`config.mk`:
```
export PLATFORM = sky130hd
export DESIGN_NAME = capture_period_to_temperature_unit
export DESIGN_NICKNAME = d
export VERILOG_FILES = /design/src/hw/rtl/cpt_pkg.sv /design/src/hw/rtl/capture_period_to_temperature_unit.sv /design/src/hw/rtl/cpt_seq.sv /design/src/hw/rtl/cpt_datapath.sv
export VERILOG_INCLUDE_DIRS = /design/src /design/src/hw/rtl
export SDC_FILE = /design/constraint.sdc
export NUM_CORES = 1
export LEC_CHECK = 0
export ABC_CLOCK_PERIOD_IN_PS = 5160
export CORE_MARGIN = 2
export CORE_UTILIZATION = 35
export CTS_CLUSTER_SIZE = 20
export DETAILED_ROUTE_END_ITERATION = 7
export DONT_BUFFER_PORTS = 1
export PLACE_DENSITY = 0.62
export SLEW_MARGIN = 20
export SYNTH_ARGS = -nofsm -noshare
export SYNTH_HDL_FRONTEND = slang
export SYNTH_SLANG_ARGS = --single-unit
```
`constraint.sdc`:
```
create_clock -name clk_i -period 5.16 [get_ports clk_i]
set_input_delay 0.516 -clock clk_i [delete_from_list [all_inputs] [get_ports clk_i]]
set_output_delay 0.516 -clock clk_i [all_outputs]
set_load 0.1 [all_outputs]
```
`src/hw/rtl/capture_period_to_temperature_unit_macros.svh`:
```
// Assertion helpers for the capture period unit.
`ifndef CAPTURE_PERIOD_TO_TEMPERATURE_UNIT_MACROS_SVH
`define CAPTURE_PERIOD_TO_TEMPERATURE_UNIT_MACROS_SVH

// Property checked at every edge outside reset.
`define CPT_ASSERT(lbl, clk, rst_n, prop, msg) \
  lbl: assert property (@(posedge clk) disable iff (!rst_n) (prop)) else $error(msg);

// Consequent checked in the cycle after the antecedent.
`define CPT_ASSERT_NEXT(lbl, clk, rst_n, ante, cons, msg) \
  lbl: assert property (@(posedge clk) disable iff (!rst_n) (ante) |=> (cons)) else $error(msg);

`endif

```
`src/hw/rtl/cpt_pkg.sv`:
```
package cpt_pkg;

  // Sequencer program counter width
  localparam int unsigned PcW = 4;

  // Divider step counter
  localparam int unsigned CntW = 6;
  localparam logic [CntW-1:0] DivFreqSteps = 6'd40;
  localparam logic [CntW-1:0] DivTempSteps = 6'd24;

  // Register indexes
  localparam logic [1:0] RegTicksPerSecond = 2'd0;
  localparam logic [1:0] RegHzPerDegree    = 2'd1;

  // Register reset values
  localparam logic [31:0] TicksPerSecondReset = 32'd1000000;
  localparam logic [7:0]  HzPerDegreeReset    = 8'd10;

  // Result status codes
  localparam logic [1:0] StatusFirst = 2'd0;
  localparam logic [1:0] StatusValid = 2'd1;
  localparam logic [1:0] StatusZero  = 2'd2;

  // Datapath operations
  typedef enum logic [2:0] {
    OpNop,
    OpCapture,
    OpFreqInit,
    OpDivStep,
    OpTempInit,
    OpResValid,
    OpResFirst,
    OpResZero
  } op_e;

  // Jump conditions
  typedef enum logic [2:0] {
    CondNever,
    CondAlways,
    CondNoStart,
    CondFirst,
    CondZero,
    CondMore,
    CondOutBusy
  } cond_e;

  // One microcode word
  typedef struct packed {
    op_e            op;
    cond_e          cond;
    logic [PcW-1:0] target;
    logic           in_rdy;
    logic           done;
  } ctrl_t;

  // Datapath status seen by the sequencer
  typedef struct packed {
    logic first;
    logic zero;
    logic more;
  } flags_t;

  // Program addresses
  localparam logic [PcW-1:0] AddrWait     = 4'd0;
  localparam logic [PcW-1:0] AddrDivFreq  = 4'd4;
  localparam logic [PcW-1:0] AddrDivTemp  = 4'd6;
  localparam logic [PcW-1:0] AddrResFirst = 4'd8;
  localparam logic [PcW-1:0] AddrResZero  = 4'd9;
  localparam logic [PcW-1:0] AddrEmit     = 4'd10;

  // Microcode program: wait, capture checks, two divisions, result, emit, return
  function automatic ctrl_t ucode_rom(input logic [PcW-1:0] addr);
    ctrl_t w;
    w = '{op: OpNop, cond: CondNever, target: AddrWait, in_rdy: 1'b0, done: 1'b0};
    case (addr)
      4'd0: w = '{op: OpCapture, cond: CondNoStart, target: AddrWait,
                  in_rdy: 1'b1, done: 1'b0};
      4'd1: w = '{op: OpNop, cond: CondFirst, target: AddrResFirst,
                  in_rdy: 1'b0, done: 1'b0};
      4'd2: w = '{op: OpNop, cond: CondZero, target: AddrResZero,
                  in_rdy: 1'b0, done: 1'b0};
      4'd3: w = '{op: OpFreqInit, cond: CondNever, target: AddrWait,
                  in_rdy: 1'b0, done: 1'b0};
      4'd4: w = '{op: OpDivStep, cond: CondMore, target: AddrDivFreq,
                  in_rdy: 1'b0, done: 1'b0};
      4'd5: w = '{op: OpTempInit, cond: CondNever, target: AddrWait,
                  in_rdy: 1'b0, done: 1'b0};
      4'd6: w = '{op: OpDivStep, cond: CondMore, target: AddrDivTemp,
                  in_rdy: 1'b0, done: 1'b0};
      4'd7: w = '{op: OpResValid, cond: CondAlways, target: AddrEmit,
                  in_rdy: 1'b0, done: 1'b0};
      4'd8: w = '{op: OpResFirst, cond: CondAlways, target: AddrEmit,
                  in_rdy: 1'b0, done: 1'b0};
      4'd9: w = '{op: OpResZero, cond: CondNever, target: AddrWait,
                  in_rdy: 1'b0, done: 1'b0};
      4'd10: w = '{op: OpNop, cond: CondOutBusy, target: AddrEmit,
                   in_rdy: 1'b0, done: 1'b1};
      4'd11: w = '{op: OpNop, cond: CondAlways, target: AddrWait,
                   in_rdy: 1'b0, done: 1'b0};
      default: w = '{op: OpNop, cond: CondAlways, target: AddrWait,
                     in_rdy: 1'b0, done: 1'b0};
    endcase
    return w;
  endfunction

endpackage

```
`src/hw/rtl/capture_period_to_temperature_unit.sv`:
```
// Capture period to temperature unit.
// Input channel (in_valid_i / in_ready_o) takes one 32-bit timer capture per item.
// Output channel (out_valid_o / out_ready_i) returns one result item per capture:
// status, period in ticks, frequency and temperature, both with 8 fraction bits.
// Configuration: cfg_we_i writes cfg_data_i to register cfg_index_i (0 tick rate,
// 1 hertz per degree); other indexes are ignored. Write only while idle.
// Throughput: one item at a time. From accept to the next accept a full result
// passes the check steps, a setup step and a 40-step divide for the frequency,
// one setup step and a 24-step divide for the temperature on one shared restoring
// divider, then result, emit and return steps; out_valid_o rises after the emit.
// A first capture skips the divider and goes from the check steps straight to the
// result, emit and return steps; a zero period skips the divider as well.
// The result sits in an output register, so a new capture is accepted while the
// receiver still holds off the last one. A stalled receiver holds the sequencer
// at its emit step once a second result is ready; ready returns after the emit
// and return steps. Reset clears the first-capture flag to pending, the previous
// capture to zero, the registers to their defaults and empties the output register.
`include "capture_period_to_temperature_unit_macros.svh"

module capture_period_to_temperature_unit (
  input  logic        clk_i,
  input  logic        rst_ni,
  input  logic        cfg_we_i,
  input  logic [1:0]  cfg_index_i,
  input  logic [31:0] cfg_data_i,
  input  logic        in_valid_i,
  output logic        in_ready_o,
  input  logic [31:0] capture_value_i,
  output logic        out_valid_o,
  input  logic        out_ready_i,
  output logic [1:0]  status_o,
  output logic [31:0] period_ticks_o,
  output logic [39:0] frequency_q8_o,
  output logic [23:0] temperature_q8_o
);

  logic [31:0]     tps_q;
  logic [7:0]      hz_q;
  cpt_pkg::ctrl_t  ctrl;
  cpt_pkg::flags_t flags;
  logic            start;
  logic            out_busy;
  logic            emit;
  logic [1:0]      res_status;
  logic [31:0]     res_period;
  logic [39:0]     res_freq;
  logic [23:0]     res_temp;

  logic            out_valid_q;
  logic [1:0]      out_status_q;
  logic [31:0]     out_period_q;
  logic [39:0]     out_freq_q;
  logic [23:0]     out_temp_q;

  // Configuration registers
  always_ff @(posedge clk_i or negedge rst_ni) begin
    if (!rst_ni) begin
      tps_q <= cpt_pkg::TicksPerSecondReset;
      hz_q  <= cpt_pkg::HzPerDegreeReset;
    end else if (cfg_we_i) begin
      if (cfg_index_i == cpt_pkg::RegTicksPerSecond) begin
        tps_q <= cfg_data_i;
      end else if (cfg_index_i == cpt_pkg::RegHzPerDegree) begin
        hz_q <= cfg_data_i[7:0];
      end
    end
  end

  // Handshake glue
  assign in_ready_o = ctrl.in_rdy;
  assign start      = in_valid_i && ctrl.in_rdy;
  assign out_busy   = out_valid_q && !out_ready_i;
  assign emit       = ctrl.done && !out_busy;

  cpt_seq u_seq (
    .clk_i      (clk_i),
    .rst_ni     (rst_ni),
    .start_i    (start),
    .out_busy_i (out_busy),
    .flags_i    (flags),
    .ctrl_o     (ctrl)
  );

  cpt_datapath u_datapath (
    .clk_i              (clk_i),
    .rst_ni             (rst_ni),
    .op_i               (ctrl.op),
    .start_i            (start),
    .capture_value_i    (capture_value_i),
    .ticks_per_second_i (tps_q),
    .hz_per_degree_i    (hz_q),
    .flags_o            (flags),
    .status_o           (res_status),
    .period_ticks_o     (res_period),
    .frequency_q8_o     (res_freq),
    .temperature_q8_o   (res_temp)
  );

  // Output register
  always_ff @(posedge clk_i or negedge rst_ni) begin
    if (!rst_ni) begin
      out_valid_q <= 1'b0;
    end else if (emit) begin
      out_valid_q <= 1'b1;
    end else if (out_ready_i) begin
      out_valid_q <= 1'b0;
    end
  end

  always_ff @(posedge clk_i) begin
    if (emit) begin
      out_status_q <= res_status;
      out_period_q <= res_period;
      out_freq_q   <= res_freq;
      out_temp_q   <= res_temp;
    end
  end

  assign out_valid_o      = out_valid_q;
  assign status_o         = out_status_q;
  assign period_ticks_o   = out_period_q;
  assign frequency_q8_o   = out_freq_q;
  assign temperature_q8_o = out_temp_q;

  // Checks
  `CPT_ASSERT(a_no_accept_while_emit, clk_i, rst_ni, !(in_ready_o && emit),
    "input accepted in the emit step")
  `CPT_ASSERT_NEXT(a_busy_after_accept, clk_i, rst_ni, start, !in_ready_o,
    "ready stayed high after an accepted item")
  `CPT_ASSERT(a_status_code, clk_i, rst_ni, !out_valid_o || status_o != 2'd3,
    "undefined status code")
  `CPT_ASSERT(a_no_result_fields, clk_i, rst_ni,
    !(out_valid_o && status_o != cpt_pkg::StatusValid) ||
    (period_ticks_o == '0 && frequency_q8_o == '0 && temperature_q8_o == '0),
    "nonzero fields on a result without a measurement")

endmodule

```
`src/hw/rtl/cpt_seq.sv`:
```
module cpt_seq (
  input  logic              clk_i,
  input  logic              rst_ni,
  input  logic              start_i,
  input  logic              out_busy_i,
  input  cpt_pkg::flags_t   flags_i,
  output cpt_pkg::ctrl_t    ctrl_o
);

  logic [cpt_pkg::PcW-1:0] pc_q, pc_d;
  logic                    take;

  // Control word of the current step
  assign ctrl_o = cpt_pkg::ucode_rom(pc_q);

  // Jump condition
  always_comb begin
    case (ctrl_o.cond)
      cpt_pkg::CondNever:   take = 1'b0;
      cpt_pkg::CondAlways:  take = 1'b1;
      cpt_pkg::CondNoStart: take = !start_i;
      cpt_pkg::CondFirst:   take = flags_i.first;
      cpt_pkg::CondZero:    take = flags_i.zero;
      cpt_pkg::CondMore:    take = flags_i.more;
      cpt_pkg::CondOutBusy: take = out_busy_i;
      default:              take = 1'b1;
    endcase
  end

  assign pc_d = take ? ctrl_o.target : pc_q + 4'd1;

  always_ff @(posedge clk_i or negedge rst_ni) begin
    if (!rst_ni) begin
      pc_q <= cpt_pkg::AddrWait;
    end else begin
      pc_q <= pc_d;
    end
  end

endmodule

```
`src/hw/rtl/cpt_datapath.sv`:
```
module cpt_datapath (
  input  logic             clk_i,
  input  logic             rst_ni,
  input  cpt_pkg::op_e     op_i,
  input  logic             start_i,
  input  logic [31:0]      capture_value_i,
  input  logic [31:0]      ticks_per_second_i,
  input  logic [7:0]       hz_per_degree_i,
  output cpt_pkg::flags_t  flags_o,
  output logic [1:0]       status_o,
  output logic [31:0]      period_ticks_o,
  output logic [39:0]      frequency_q8_o,
  output logic [23:0]      temperature_q8_o
);

  // Capture state
  logic        first_q, first_d;
  logic        is_first_q, is_first_d;
  logic        zero_q, zero_d;
  logic [31:0] prev_q, prev_d;
  logic [31:0] period_q, period_d;

  // Shared restoring divider
  logic [39:0]               num_q, num_d;
  logic [31:0]               rem_q, rem_d;
  logic [31:0]               den_q, den_d;
  logic [cpt_pkg::CntW-1:0]  cnt_q, cnt_d;
  logic [32:0]               trial;
  logic [32:0]               diff;
  logic                      ge;

  // Intermediate and result registers
  logic [39:0] freq_q, freq_d;
  logic        sat_q, sat_d;
  logic [1:0]  res_status_q, res_status_d;
  logic [31:0] res_period_q, res_period_d;
  logic [39:0] res_freq_q, res_freq_d;
  logic [23:0] res_temp_q, res_temp_d;

  // One quotient bit per step
  assign trial = {rem_q, num_q[39]};
  assign diff  = trial - {1'b0, den_q};
  assign ge    = trial >= {1'b0, den_q};

  always_comb begin
    first_d      = first_q;
    is_first_d   = is_first_q;
    zero_d       = zero_q;
    prev_d       = prev_q;
    period_d     = period_q;
    num_d        = num_q;
    rem_d        = rem_q;
    den_d        = den_q;
    cnt_d        = cnt_q;
    freq_d       = freq_q;
    sat_d        = sat_q;
    res_status_d = res_status_q;
    res_period_d = res_period_q;
    res_freq_d   = res_freq_q;
    res_temp_d   = res_temp_q;
    case (op_i)
      cpt_pkg::OpCapture: begin
        if (start_i) begin
          period_d   = capture_value_i - prev_q;
          zero_d     = capture_value_i == prev_q;
          prev_d     = capture_value_i;
          is_first_d = first_q;
          first_d    = 1'b0;
        end
      end
      cpt_pkg::OpFreqInit: begin
        num_d = {ticks_per_second_i, 8'h00};
        rem_d = '0;
        den_d = period_q;
        cnt_d = cpt_pkg::DivFreqSteps;
      end
      cpt_pkg::OpDivStep: begin
        rem_d = ge ? diff[31:0] : trial[31:0];
        num_d = {num_q[38:0], ge};
        cnt_d = cnt_q - 6'd1;
      end
      cpt_pkg::OpTempInit: begin
        // The quotient fits 24 bits only when the top 16 bits are below the
        // scale; a zero scale always saturates here.
        freq_d = num_q;
        sat_d  = num_q[39:24] >= {8'h00, hz_per_degree_i};
        num_d  = {num_q[23:0], 16'h0000};
        rem_d  = {16'h0000, num_q[39:24]};
        den_d  = {24'h000000, hz_per_degree_i};
        cnt_d  = cpt_pkg::DivTempSteps;
      end
      cpt_pkg::OpResValid: begin
        res_status_d = cpt_pkg::StatusValid;
        res_period_d = period_q;
        res_freq_d   = freq_q;
        res_temp_d   = sat_q ? 24'hFFFFFF : num_q[23:0];
      end
      cpt_pkg::OpResFirst: begin
        res_status_d = cpt_pkg::StatusFirst;
        res_period_d = '0;
        res_freq_d   = '0;
        res_temp_d   = '0;
      end
      cpt_pkg::OpResZero: begin
        res_status_d = cpt_pkg::StatusZero;
        res_period_d = '0;
        res_freq_d   = '0;
        res_temp_d   = '0;
      end
      default: begin
      end
    endcase
  end

  // Control state
  always_ff @(posedge clk_i or negedge rst_ni) begin
    if (!rst_ni) begin
      first_q    <= 1'b1;
      is_first_q <= 1'b0;
      zero_q     <= 1'b0;
      prev_q     <= '0;
      cnt_q      <= '0;
    end else begin
      first_q    <= first_d;
      is_first_q <= is_first_d;
      zero_q     <= zero_d;
      prev_q     <= prev_d;
      cnt_q      <= cnt_d;
    end
  end

  // Payload
  always_ff @(posedge clk_i) begin
    period_q     <= period_d;
    num_q        <= num_d;
    rem_q        <= rem_d;
    den_q        <= den_d;
    freq_q       <= freq_d;
    sat_q        <= sat_d;
    res_status_q <= res_status_d;
    res_period_q <= res_period_d;
    res_freq_q   <= res_freq_d;
    res_temp_q   <= res_temp_d;
  end

  assign flags_o.first = is_first_q;
  assign flags_o.zero  = zero_q;
  assign flags_o.more  = cnt_q != 6'd1;

  assign status_o         = res_status_q;
  assign period_ticks_o   = res_period_q;
  assign frequency_q8_o   = res_freq_q;
  assign temperature_q8_o = res_temp_q;

endmodule
```
==> results.tsv <==
stage	metric	value	unit
critical_path	crit-path max FO	29	
critical_path	Setup crit end kind	register	
place	dpl hpwl	32.52	mm
floorplan	die area	0.06090	mm²
synth	Post-synth top flop	edfxtp_1	
power_and_ir_drop	Internal	0.006159	W
critical_path	worst r2r src	u_datapath.rem_q[9]	
floorplan	Die Y	246.8	µm
final_layout	post-layout util	40.02	%
final_layout	area of the multi-input gates	0.006755	mm²
cts	Resized Gates After CTS	0	
global_route	gr usage total	15.07	%
critical_path	Worst EP required	5480	ps
cts	CTS tree	yes	
sta	worst-margin pin slew	1013	ps
cts	setup repair bufs after CTS	0	
sta	Final setup viols	0	
power_and_ir_drop	sequential group share of total power	52.2	%
floorplan	Top Ports	171	
final_layout	storage element area	0.01337	mm²
final_layout	synthesis-to-finish area growth	12.57	%
sta	Setup TNS	0	ps
critical_path	startpoint type of the worst setup path	register	
synth	Seq cells post-synth	459	
hold_path	min-delay src	capture_value_i[7]	
cts	CTS Root Cell	clkbuf_16	
critical_path	critical path type	reg2reg	
synth	number of synthesis warnings	0	
sta	Final WS setup	1596	ps
synth	Synth cell types	71	
power_and_ir_drop	Clk network pwr share	44.0	%
power_and_ir_drop	Sw Pwr	0.001673	W
critical_path	CP arrival	3890	ps
power_and_ir_drop	Worst VDD drop	0.2618	mV
sta	hold_ws	58.09	ps
status	status	finished clean	
routing	Post-Route WL	45.99	mm
place	Final Wtd Congestion	0.8827	
global_route	vias in the first global route	12020	
sta	Peak Freq	280.6	MHz
cts	Num CTS Buffers	50	
cts	Worst-Skew Late Latency	610	ps
sta	RSZ-0062 raised after global routing	no	
power_and_ir_drop	Sw Share	21.36	%
floorplan	Initial Util	35.55	%
job	Max-Cap Viols	0	
final_layout	share of cells above drive strength 1	11.53	%
cts	CTS clk-pin slew, worst paths	60	ps
routing	DRT iter0 DRCs	883	
power_and_ir_drop	P per Cell Area	337.3	mW/mm²
power_and_ir_drop	P_leak	8.853	nW
sta	Rel. slew slack	32.58	%
final_layout	# fillers	5384	
critical_path	crit path launch	u_datapath.rem_q[9]	
cts	CTS max path bufs	3	
sta	Hold Violations, Final	0	
sta	worst clock skew	32.28	ps
routing	total number of vias	12200	
global_route	first-pass GRT wire length	70.70	mm
floorplan	row count	88	
cts	CTS H-tree depth	2	
synth	Mapped Cells	1608	
synth	EDFF count, synth	373	
sta	Slew Limit Fails	0	
global_route	gr ovfl total	0	
synth	synthesized area	0.02063	mm²
hold_path	worst hold path type	in2reg	
power_and_ir_drop	Comb pwr share	3.8	%
floorplan	die width	246.8	µm
synth	Avg Inst Size Synth	12.83	µm²
sta	min Tclk post-route	3564	ps
routing	post-route ant nets	0	
synth	syn nets	1759	
global_route	initial antenna violation count	3	
place	dpl ws	1665	ps
routing	Avg WL per Cell	18.96	µm
routing	vias per cell	5.029	
cts	CTS sink count	459	
sta	final worst-path cycle share	69.06	%
routing	post-route DRC violation count	0	
cts	post-cts hold buffer count	2	
final_layout	final net count	1769	
synth	Post-synth ARST share	18.74	%
floorplan	core area	0.05803	mm²
synth	post-synthesis sequential area ratio	64.79	%
place	port bufs	0	
routing	TritonRoute pass-1 iters	5	
global_route	largest net degree at the start of global routing	87	
-- layout by cell type (no fill, tap or decap), drive strengths merged, types with 21 or more instances in the layout --
cell / count
a21o: 39
a21oi: 82
a22oi: 25
and2: 31
clkbuf: 63
dfrtp: 76
edfxtp: 373
ha: 78
inv: 92
mux2: 73
nand2: 148
nand3: 32
nor2: 112
nor2b: 91
o21ai: 64
xnor2: 29
xor2: 21
-- power by group through the flow --
stage	sequential [W]	clock [W]	combinational [W]
after floorplan	0.00414	0	0.000230
after global placement	0.00416	0	0.000277
after detailed placement	0.00416	0	0.000283
after CTS	0.00408	0.00354	0.000302
after global routing	0.00409	0.00370	0.000337
final	0.00409	0.00345	0.000299
-- routing by layer --
layer	up-vias	global-route usage, %	wire (µm)
met2	303	23.85	21700
met4	4	4.571	926
met5	-	0	27
li1	5848	-	-
met1	5978	20.52	20420
met3	62	3.571	2912
-- critical path, stage by stage (launching register included) --
cell      delay [ps]
edfxtp_1         400
ha_1             360
a21oi_1          320
o21a_1           180
nor2_1            50
a211oi_1         350
a211oi_1         190
o21ai_4          640
buf_4            430
a31oi_1           70
a32oi_1          220
nor2_1            70
-- logic make-up after synthesis --
| group | synth area share, % |
|---|---|
| buffers and inverters | 2.784 |
| AND/OR/NAND/NOR | 12.05 |
| multiplexers | 4.470 |
| XOR/XNOR | 2.123 |
| adder cells (fa/ha/maj) | 4.925 |
| AO/OA/AOI/OAI | 8.867 |
| flip-flops | 64.79 |
-- registers in the layout, summed over array words and instances (netlist names), 4 cells and up --
signal,cells
u_datapath.prev_q,32
tps_q,32
frequency_q8_o,40
u_datapath.cnt_q,6
u_datapath.temperature_q8_o,24
temperature_q8_o,24
u_seq.pc_q,4
u_datapath.rem_q,32
u_datapath.den_q,32
u_datapath.period_q,32
hz_q,8
u_datapath.period_ticks_o,32
u_datapath.freq_q,40
u_datapath.num_q,40
period_ticks_o,32
u_datapath.frequency_q8_o,40
-- synth_stat cells, types with 17 or more instances --
master,instances,area share (%)
nor3_1,17,0.41
xnor2_1,29,1.2
clkbuf_1,50,0.91
xor2_1,21,0.89
inv_1,89,1.6
nor2b_1,91,2.8
a21oi_1,82,2.0
a22oi_1,24,0.87
and2_1,31,0.94
mux2_2,73,4.0
dfrtp_1,76,9.2
edfxtp_1,373,54
nor2_1,112,2.0
o21ai_0,61,1.5
ha_1,78,4.7
a21o_1,39,1.4
nand2_1,148,2.7
nand3_1,32,0.78
-- cell type report --
type                            instances  share of cell area (%)
Tap cell                              765                   4.122
Antenna cell                            3                 0.03233
Clock buffer                           63                   5.641
Sequential cell                       459                   57.55
Inverter                               90                   1.455
Multi-Input combinational cell       1000                   29.09
Timing Repair Buffer                   17                  0.8405
Clock inverter                         28                   1.266
-- metrics by stage --
step           power [W]  cells  cell area [µm²]
3_5_place_dp    0.004443   2329            21560
5_1_grt         0.008122   2423            23220
3_3_place_gp    0.004435   2328            21540
2_1_floorplan   0.004375   1608            20630
4_1_cts         0.007931   2422            23210
6_report        0.007832   2425            23220
-- worst paths after layout --
kind	cells after the start	slack, ps	endpoint
max	11	1600	u_datapath.rem_q[16]
min	1	60	u_datapath.prev_q[7]
max reg2reg	11	1600	u_datapath.rem_q[16]
min reg2reg	0	400	frequency_q8_o[16]
max in group asynchronous	2	4230	tps_q[14]
min in group asynchronous	2	440	u_datapath.prev_q[25]
(Power assumes the default switching activity.)
